## src/rtl/fhm_pkg.sv

```systemverilog
// Shared types and constants for the FIFO handoff mutex.
// Used by fhm_queue and fifo_handoff_mutex; depends on nothing.
package fhm_pkg;

  localparam int MAX_WAITERS = 16;
  localparam int TASK_W      = 4;
  localparam int IDX_W       = $clog2(MAX_WAITERS);
  localparam int CNT_W       = $clog2(MAX_WAITERS + 1);

  localparam logic [2:0] ST_GRANTED   = 3'd0;
  localparam logic [2:0] ST_QUEUED    = 3'd1;
  localparam logic [2:0] ST_FREED     = 3'd2;
  localparam logic [2:0] ST_HANDOFF   = 3'd3;
  localparam logic [2:0] ST_NOT_OWNER = 3'd4;
  localparam logic [2:0] ST_FULL      = 3'd5;

  localparam logic KIND_LOCK   = 1'b0;
  localparam logic KIND_UNLOCK = 1'b1;

  typedef struct packed {
    logic              kind;
    logic [TASK_W-1:0] task_id;
  } req_t;

  typedef struct packed {
    logic [2:0]        status;
    logic              woken_valid;
    logic [TASK_W-1:0] woken_task;
    logic              held_after;
    logic [TASK_W-1:0] owner_after;
  } rsp_t;

  // Commands from the mutex control to the wait queue.
  typedef struct packed {
    logic rd;    // capture the entry at the head
    logic push;
    logic pop;
  } q_cmd_t;

  typedef struct packed {
    logic empty;
    logic full;
  } q_stat_t;

endpackage

```

## src/rtl/fhm_queue.sv

```systemverilog
// Wait queue of the FIFO handoff mutex: ring of task ids in a synchronous
// memory with head, tail and fill count. Depends on fhm_pkg.
module fhm_queue (
  input  logic                       clk,
  input  logic                       rst,
  input  fhm_pkg::q_cmd_t            cmd,
  input  logic [fhm_pkg::TASK_W-1:0] push_id,
  output logic [fhm_pkg::TASK_W-1:0] head_id,
  output fhm_pkg::q_stat_t           stat
);
  import fhm_pkg::*;

  logic [TASK_W-1:0] mem [MAX_WAITERS];
  logic [IDX_W-1:0]  head;
  logic [IDX_W-1:0]  tail;
  logic [CNT_W-1:0]  count;

  function automatic logic [IDX_W-1:0] wrap_inc(input logic [IDX_W-1:0] i);
    wrap_inc = (i == IDX_W'(MAX_WAITERS - 1)) ? '0 : i + 1'b1;
  endfunction

  assign stat.empty = (count == '0);
  assign stat.full  = (count == CNT_W'(MAX_WAITERS));

  always_ff @(posedge clk) begin
    if (cmd.push) begin
      mem[tail] <= push_id;
    end
    if (cmd.rd) begin
      head_id <= mem[head];
    end
  end

  always_ff @(posedge clk) begin
    if (rst) begin
      head  <= '0;
      tail  <= '0;
      count <= '0;
    end else begin
      if (cmd.push) begin
        tail <= wrap_inc(tail);
      end
      if (cmd.pop) begin
        head <= wrap_inc(head);
      end
      if (cmd.push && !cmd.pop) begin
        count <= count + 1'b1;
      end else if (cmd.pop && !cmd.push) begin
        count <= count - 1'b1;
      end
    end
  end

endmodule

```

## src/rtl/fifo_handoff_mutex.sv

```systemverilog
// FIFO handoff mutex: lock and unlock requests, with waiters queued in order.
// The request is captured while the queue head is read from memory, then it is
// resolved and its result registered; no new request is taken until that result
// is registered, and so none is taken while a result stalls.
// Reset: synchronous, frees the mutex and empties the queue; queue memory is
// not cleared (only written entries are ever used).
module fifo_handoff_mutex (
  input  logic          clk,
  input  logic          rst,
  input  logic          in_valid,
  output logic          in_stall,
  input  fhm_pkg::req_t in_data,
  output logic          out_valid,
  input  logic          out_stall,
  output fhm_pkg::rsp_t out_data
);
  import fhm_pkg::*;

  localparam logic S_IDLE = 1'b0;
  localparam logic S_EXEC = 1'b1;

  logic              state;
  logic              state_next;
  logic              req_kind;
  logic [TASK_W-1:0] req_task;
  logic              lock_held;
  logic              lock_held_next;
  logic [TASK_W-1:0] owner_id;
  logic [TASK_W-1:0] owner_id_next;
  logic [TASK_W-1:0] head_id;
  q_cmd_t            q_cmd;
  q_stat_t           q_stat;
  rsp_t              rsp;
  logic              in_xfer;
  logic              out_free;
  logic              done;

  assign in_stall = (state != S_IDLE);
  assign in_xfer  = in_valid && !in_stall;
  assign out_free = !out_valid || !out_stall;
  assign done     = (state == S_EXEC) && out_free;

  fhm_queue u_queue (
    .clk     (clk),
    .rst     (rst),
    .cmd     (q_cmd),
    .push_id (req_task),
    .head_id (head_id),
    .stat    (q_stat)
  );

  // Resolve the held request against the owner and the captured queue head.
  always_comb begin
    lock_held_next  = lock_held;
    owner_id_next   = owner_id;
    rsp             = '0;
    q_cmd           = '0;
    q_cmd.rd        = in_xfer;
    if (req_kind == KIND_LOCK) begin
      if (!lock_held) begin
        lock_held_next = 1'b1;
        owner_id_next  = req_task;
        rsp.status     = ST_GRANTED;
      end else if (!q_stat.full) begin
        q_cmd.push = done;
        rsp.status = ST_QUEUED;
      end else begin
        rsp.status = ST_FULL;
      end
    end else begin
      if (!lock_held || owner_id != req_task) begin
        rsp.status = ST_NOT_OWNER;
      end else if (!q_stat.empty) begin
        q_cmd.pop       = done;
        owner_id_next   = head_id;
        rsp.woken_valid = 1'b1;
        rsp.woken_task  = head_id;
        rsp.status      = ST_HANDOFF;
      end else begin
        lock_held_next = 1'b0;
        owner_id_next  = '0;
        rsp.status     = ST_FREED;
      end
    end
    rsp.held_after  = lock_held_next;
    rsp.owner_after = lock_held_next ? owner_id_next : '0;
  end

  always_comb begin
    state_next = state;
    case (state)
      S_IDLE: begin
        if (in_xfer) begin
          state_next = S_EXEC;
        end
      end
      S_EXEC: begin
        if (done) begin
          state_next = S_IDLE;
        end
      end
      default: state_next = S_IDLE;
    endcase
  end

  always_ff @(posedge clk) begin
    if (rst) begin
      state     <= S_IDLE;
      lock_held <= 1'b0;
      owner_id  <= '0;
      out_valid <= 1'b0;
    end else begin
      state <= state_next;
      if (done) begin
        lock_held <= lock_held_next;
        owner_id  <= owner_id_next;
        out_valid <= 1'b1;
      end else if (!out_stall) begin
        out_valid <= 1'b0;
      end
    end
  end

  always_ff @(posedge clk) begin
    if (in_xfer) begin
      req_kind <= in_data.kind;
      req_task <= in_data.task_id;
    end
    if (done) begin
      out_data <= rsp;
    end
  end

  a_owner_zero_when_free: assert property (@(posedge clk) disable iff (rst)
    !lock_held |-> owner_id == '0)
    else $error("owner not cleared while mutex is free");

  a_no_push_and_pop: assert property (@(posedge clk) disable iff (rst)
    !(q_cmd.push && q_cmd.pop))
    else $error("queue pushed and popped by one request");

  a_queue_only_when_held: assert property (@(posedge clk) disable iff (rst)
    !q_stat.empty |-> lock_held)
    else $error("waiters queued on a free mutex");

  a_handoff_keeps_held: assert property (@(posedge clk) disable iff (rst)
    out_valid && out_data.status == ST_HANDOFF |->
      out_data.woken_valid && out_data.held_after
      && out_data.owner_after == out_data.woken_task)
    else $error("handoff result inconsistent");

endmodule
```

## config.mk

```make
export PLATFORM = sky130hd
export DESIGN_NAME = fifo_handoff_mutex
export DESIGN_NICKNAME = d
export VERILOG_FILES = /design/src/rtl/fhm_pkg.sv /design/src/rtl/fhm_queue.sv /design/src/rtl/fifo_handoff_mutex.sv
export SDC_FILE = /design/constraint.sdc
export NUM_CORES = 1
export LEC_CHECK = 0
export BUFFER_PORTS_ARGS = -buffer_cell sky130_fd_sc_hd__buf_2
export CAP_MARGIN = 0
export CELL_PAD_IN_SITES_DETAIL_PLACEMENT = 1
export CELL_PAD_IN_SITES_GLOBAL_PLACEMENT = 2
export CORE_ASPECT_RATIO = 0.75
export CORE_MARGIN = 5
export CORE_UTILIZATION = 40
export DETAILED_ROUTE_END_ITERATION = 7
export GPL_ROUTABILITY_DRIVEN = 0
export GPL_TIMING_DRIVEN = 0
export PLACE_DENSITY = 0.76
export SLEW_MARGIN = 5
export SYNTH_ARGS = -nofsm -noshare
export SYNTH_HDL_FRONTEND = slang
export SYNTH_HIERARCHICAL = 1
export SYNTH_SLANG_ARGS = --single-unit
```

## constraint.sdc

```tcl
create_clock -name clk -period 9.9 [get_ports clk]
set_clock_uncertainty 0.1 [all_clocks]
set_input_delay 0.99 -clock clk [delete_from_list [all_inputs] [get_ports clk]]
set_output_delay 0.99 -clock clk [all_outputs]
set_load 0.02 [all_outputs]
```

Yosys cells after proc, flatten, opt, wreduce, memory -nomap -nowiden:

Memories as Yosys holds them, arrays and structs flattened. A register that Yosys moved wholly into a read port is not among the register bits.
Cells that the tools add are included.

* RAM bits: 64
* memories kept: 1
* input bits: 9
* register bits after elaboration: 38

* bitwise gates (word level): 2
* reductions and logical operators: 16
* multiplexer cells: 30
* add/sub/neg operators: 4
* equal/unequal tests: 5

Memories
* u_queue.mem: depth 16, bits a word 4, read ports 1, clocked after Yosys merged registers in 1, write ports 1, RTL line fhm_queue.sv:13 `logic [TASK_W-1:0] mem [MAX_WAITERS];`

Operator list (number)
* two-way mux 4 bit: 6
* two-way mux 1 bit: 16
* two-way mux 5 bit: 3
* two-way mux 3 bit: 4
* adder 4 x 1 -> 4 bit (second input constant): 2
* == test 4 bit (second input constant): 2
* zero test 1 bit: 6
* adder 5 x 1 -> 5 bit (second input constant): 1
* == test 5 bit (second input constant): 1
* zero test 5 bit: 1
* subtractor 5 x 1 -> 5 bit (second input constant): 1
* logical AND 1 bit: 4
* != test 4 bit: 1
* OR reduction 3 bit: 1
* logical OR 1 bit: 2
* != test 2 x 1 -> 1 bit (second input constant): 1
* inverter 1 bit: 2
* case mux 1 bit (2 select lines): 1
* nonzero test 2 bit: 1
* OR reduction 2 bit: 1

Depth between registers and ports, before layout:

* depth after elaboration: 10
* gate-level depth with buffers: 13
* mapped depth without buffers: 12

Cells and area by module:

Netlist, hierarchy kept.

Modules (own cells, without submodules)
* fhm_queue: area an instance 3415.8 um^2, cells each 209, times used 1
* fifo_handoff_mutex: area an instance 1109.8 um^2, cells each 96, times used 1

Least setup slack after synthesis:

No wires, ideal clock.

* path type: register to register
* start point: register req_task[1]
* end point: register u_queue.count[4]
* setup time: 121 ps
* setup slack: 6534 ps
* arrival: 3146 ps
* period minus slack after synthesis: 3366 ps
* stages on the path, launching flop included: 14
* path buffers: 1
* cells stage by stage: edfxtp_1 -> xnor2_1 -> nand3_2 -> or2_2 -> buf_6 -> nor3_1 -> inv_1 -> ha_1 -> inv_1 -> ha_1 -> a21oi_1 -> a211oi_1 -> a31oi_1 -> mux2_2

RTL lines
* start, declared: RTL line fifo_handoff_mutex.sv:25 `logic [TASK_W-1:0] req_task;`
* start signal, assigned: RTL line fifo_handoff_mutex.sv:127 `req_task <= in_data.task_id;`
* end signal, assigned: RTL line fhm_queue.sv:47 `count <= count + 1'b1;`
* end signal, assigned: RTL line fhm_queue.sv:49 `count <= count - 1'b1;`
* end, declared: RTL line fhm_queue.sv:16 `logic [CNT_W-1:0] count;`

==> run_results.csv <==
group,metric,value,unit
place,port_buffers,23,
layout,final_common_cell,"edfxtp_1",
route,drt_iter0_markers,214,
min_path,hp-class,"register to register",
route,drc_errors,0,
clocking,cts.sinks,106,
critical_path,r2r-end,"u_queue/count[4]$_SDFFE_PP0P_",
route,antenna_left,0,
synth,syn_inst,305,
flow_run,cap_violations,0,
timing,worstMarginPinSlew,0.9122,ns
die,initial_core_util,41.21,%
die,dieArea,13560,sq um
timing,min_period,4.086,ns
timing,finalCritPeriodShare,41.27,%
place,hpwl,7210,um
die,pin_count,24,
grt,first_global_vias,2775,
synth,synth_nets,324,
place,place_ws,5.838,ns
route,vias_per_cell,5.496,
status,status,"completed",
die,core,10980,sq um
clocking,cts_setup_buffers,0,
timing,report.final.slew_viol_count,0,
critical_path,crit_path_max_incr_delay,0.83,ns
grt,grt_max_degree,20,
clocking,clockRootBuffer,"clkbuf_16",
critical_path,rr_worst_depth,13,
die,fp.dieW,132.8,um
critical_path,path_class,"register to register",
clocking,tritoncts,"yes",
clocking,numCtsBuffers,9,
clocking,cts.repair.resized,0,
min_path,worstHoldStart,"owner_id[3]$_SDFFE_PP0N_",
timing,setup_viol,0,
synth,yosys_warnings,6,
critical_path,worstSetupStartpointType,"register",
critical_path,reg2reg_slack,5.81,ns
grt,grt_remaining_overflow,0,
clocking,insertion_delay,0.35,ns
synth,ys_seq_area_share,65.91,%
critical_path,endpoint_kind,"register",
clocking,cts.clk_slew.worst_paths,0.07,ns
critical_path,critPathRequiredTime,10.03,ns
critical_path,r2r_start,"req_task[0]$_DFFE_PP_",
layout,nNetsFinal,358,
die,die_h,102.1,um
layout,drive_above_1_share,16.57,%
min_path,worst_hold_path.endpoint,"owner_id[3]$_SDFFE_PP0N_",
min_path,hold_depth,2,
critical_path,worstPathCellList,"xnor2_1 > nand3_1 > or2_2 > buf_6 > nor3_1 > inv_1 > ha_1 > inv_1 > ha_1 > a21oi_1 > a211oi_1 > a31oi_1 > mux2_2",
synth,synth_cell_types,43,
timing,rsz0062_at_grt,"false",
critical_path,cp_max_fo,19,
grt,grt.total_usage,15.69,%
timing,fmax,244.7,MHz
clocking,postCtsHoldBufs,0,
timing,hold_viol_final,0,
clocking,clockBufferDepth,2,
die,rows,33,
layout,diodes,0,
synth,synth_area,4526,sq um
route,wl,10030,um
layout,fill_cells,1104,
synth,synth_edf_count,86,
synth,synth-async-reset-ratio,0,%
synth,synth_flop_cell,"edfxtp_1",
route,vias,2660,
route,first_pass_iters,4,
timing,fin_ws,5.814,ns
grt,grt_pass1_wl,16070,um
synth,ys_ff_latch,106,
layout,synthToLayoutAreaGrowth,12.33,%
timing,slew_headroom,39.06,%
pwr,ir_worst_vdd,0.07799,mV
clocking,cts.htree.levels,3,
layout,final_cell_mix,"edfxtp_1, buf_2, nand2_1",
critical_path,worst_path_max_delay_cell,"edfxtp_1",
pwr,p_per_area,169.8,nW/um^2
timing,tns,0,ns
synth,syn_avg_cell_area,14.84,sq um
grt,grt_antenna_before_repair,0,
pwr,p_leak,1.732,nW
route,routedWlPerCell,20.73,um
critical_path,arrival,4.22,ns
-- metrics by stage --
stage | cell area [sq um] | hold slack, ns | utilization (%) | cells | power [mW]
floorplan | 4526 | 0.3743 | - | 305 | 0.5289
global placement | 4816 | 0.3909 | 43.85 | 468 | 0.5443
detailed placement | 4816 | 0.4236 | 43.85 | 468 | 0.5464
CTS | 5084 | 0.4331 | 46.29 | 484 | 0.8751
global route | 5084 | 0.4621 | 46.29 | 484 | 0.8977
finish | 5084 | 0.4364 | 46.29 | 484 | 0.8633
-- critical path: cells and delay by family, from the launching register on --
| family | cells | cell delay [ns] |
|---|---|---|
| mux | 1 | 0.35 |
| simple gates | 3 | 0.94 |
| xor+xnor | 1 | 0.22 |
| buf+inv | 3 | 0.51 |
| flops | 1 | 0.83 |
| fa+ha+maj | 2 | 0.56 |
| compound gates | 3 | 0.46 |
-- cell usage after synthesis, types with 2 or more instances --
library cell,instances,area share (%)
a211oi_1,4,0.66
xor2_1,3,0.58
dfxtp_1,20,8.8
nor2_1,24,2.0
o32ai_1,3,0.58
or3_1,2,0.28
o31a_1,2,0.39
o31ai_1,3,0.50
nor2b_1,5,0.69
nor3b_1,3,0.50
a21oi_1,12,1.3
o21ai_0,3,0.33
inv_1,10,0.83
mux4_2,8,4.0
nor3_1,4,0.44
nand3_1,4,0.44
a32o_1,2,0.44
ha_1,9,2.5
a22oi_1,8,1.3
edfxtp_1,86,57
o221ai_1,2,0.39
mux4_1,8,4.6
buf_2,5,0.55
nor4_1,2,0.28
buf_6,3,0.75
xnor2_1,5,0.97
a21o_1,2,0.33
nand2_1,25,2.1
clkbuf_1,4,0.33
and2_1,18,2.5
mux2i_1,4,0.88
-- worst max path at each step --
stage / from / endpoint / slack (ns) / depth (start not counted)
global placement: req_task[1]$_DFFE_PP_ / u_queue/count[4]$_SDFFE_PP0P_ / 5.91 / 13
global route: req_task[0]$_DFFE_PP_ / u_queue/count[4]$_SDFFE_PP0P_ / 5.50 / 13
CTS: req_task[0]$_DFFE_PP_ / u_queue/count[4]$_SDFFE_PP0P_ / 5.79 / 13
detailed placement: req_task[1]$_DFFE_PP_ / u_queue/count[4]$_SDFFE_PP0P_ / 5.84 / 13
finish: req_task[0]$_DFFE_PP_ / u_queue/count[4]$_SDFFE_PP0P_ / 5.81 / 13
floorplan: req_task[1]$_DFFE_PP_ / u_queue/count[4]$_SDFFE_PP0P_ / 6.53 / 13
-- final cells by class --
class,count,area [sq um],area share (%)
timing repair buffer,23,115.1,2.264
sequential,106,2983,58.68
tap,140,175.2,3.446
inverter,10,37.54,0.7384
buffer,12,73.82,1.452
clock buffer,12,236.5,4.652
clock inverter,4,31.28,0.6153
multi-input combinational,177,1431,28.16
-- logic make-up after synthesis --
kind of cell,share of synthesized area (%)
AOI/OAI and AO/OA,7.354
DFF,65.91
adders and majority gates,2.931
muxes,9.759
xor gates and xnor gates,1.548
buffers and inverters,2.460
and+or+nand+nor,10.04
-- state kept, by name (all words and copies together), names as in the netlist --
register,cells
u_queue/mem,64
out_data,13
u_queue/count,5
owner_id,4
req_task,4
u_queue/head,4
u_queue/head_id,4
u_queue/tail,4
in_stall,1
lock_held,1
out_valid,1
req_kind,1
-- layer usage --
metal	track usage, %	routed length [um]	up-vias
met5	0	0	-
met4	3.594	66	0
met3	3.642	313	8
met2	24.80	4666	36
met1	22.35	4986	1381
li1	-	-	1235
-- report_power, final --
part           internal, mW  switching (mW)  total, mW
Combinational        0.0116          0.0250     0.0366
Clock                 0.171           0.156      0.327
Sequential            0.490         0.00951      0.500
Note: power is estimated with default switching activity, not from simulation.
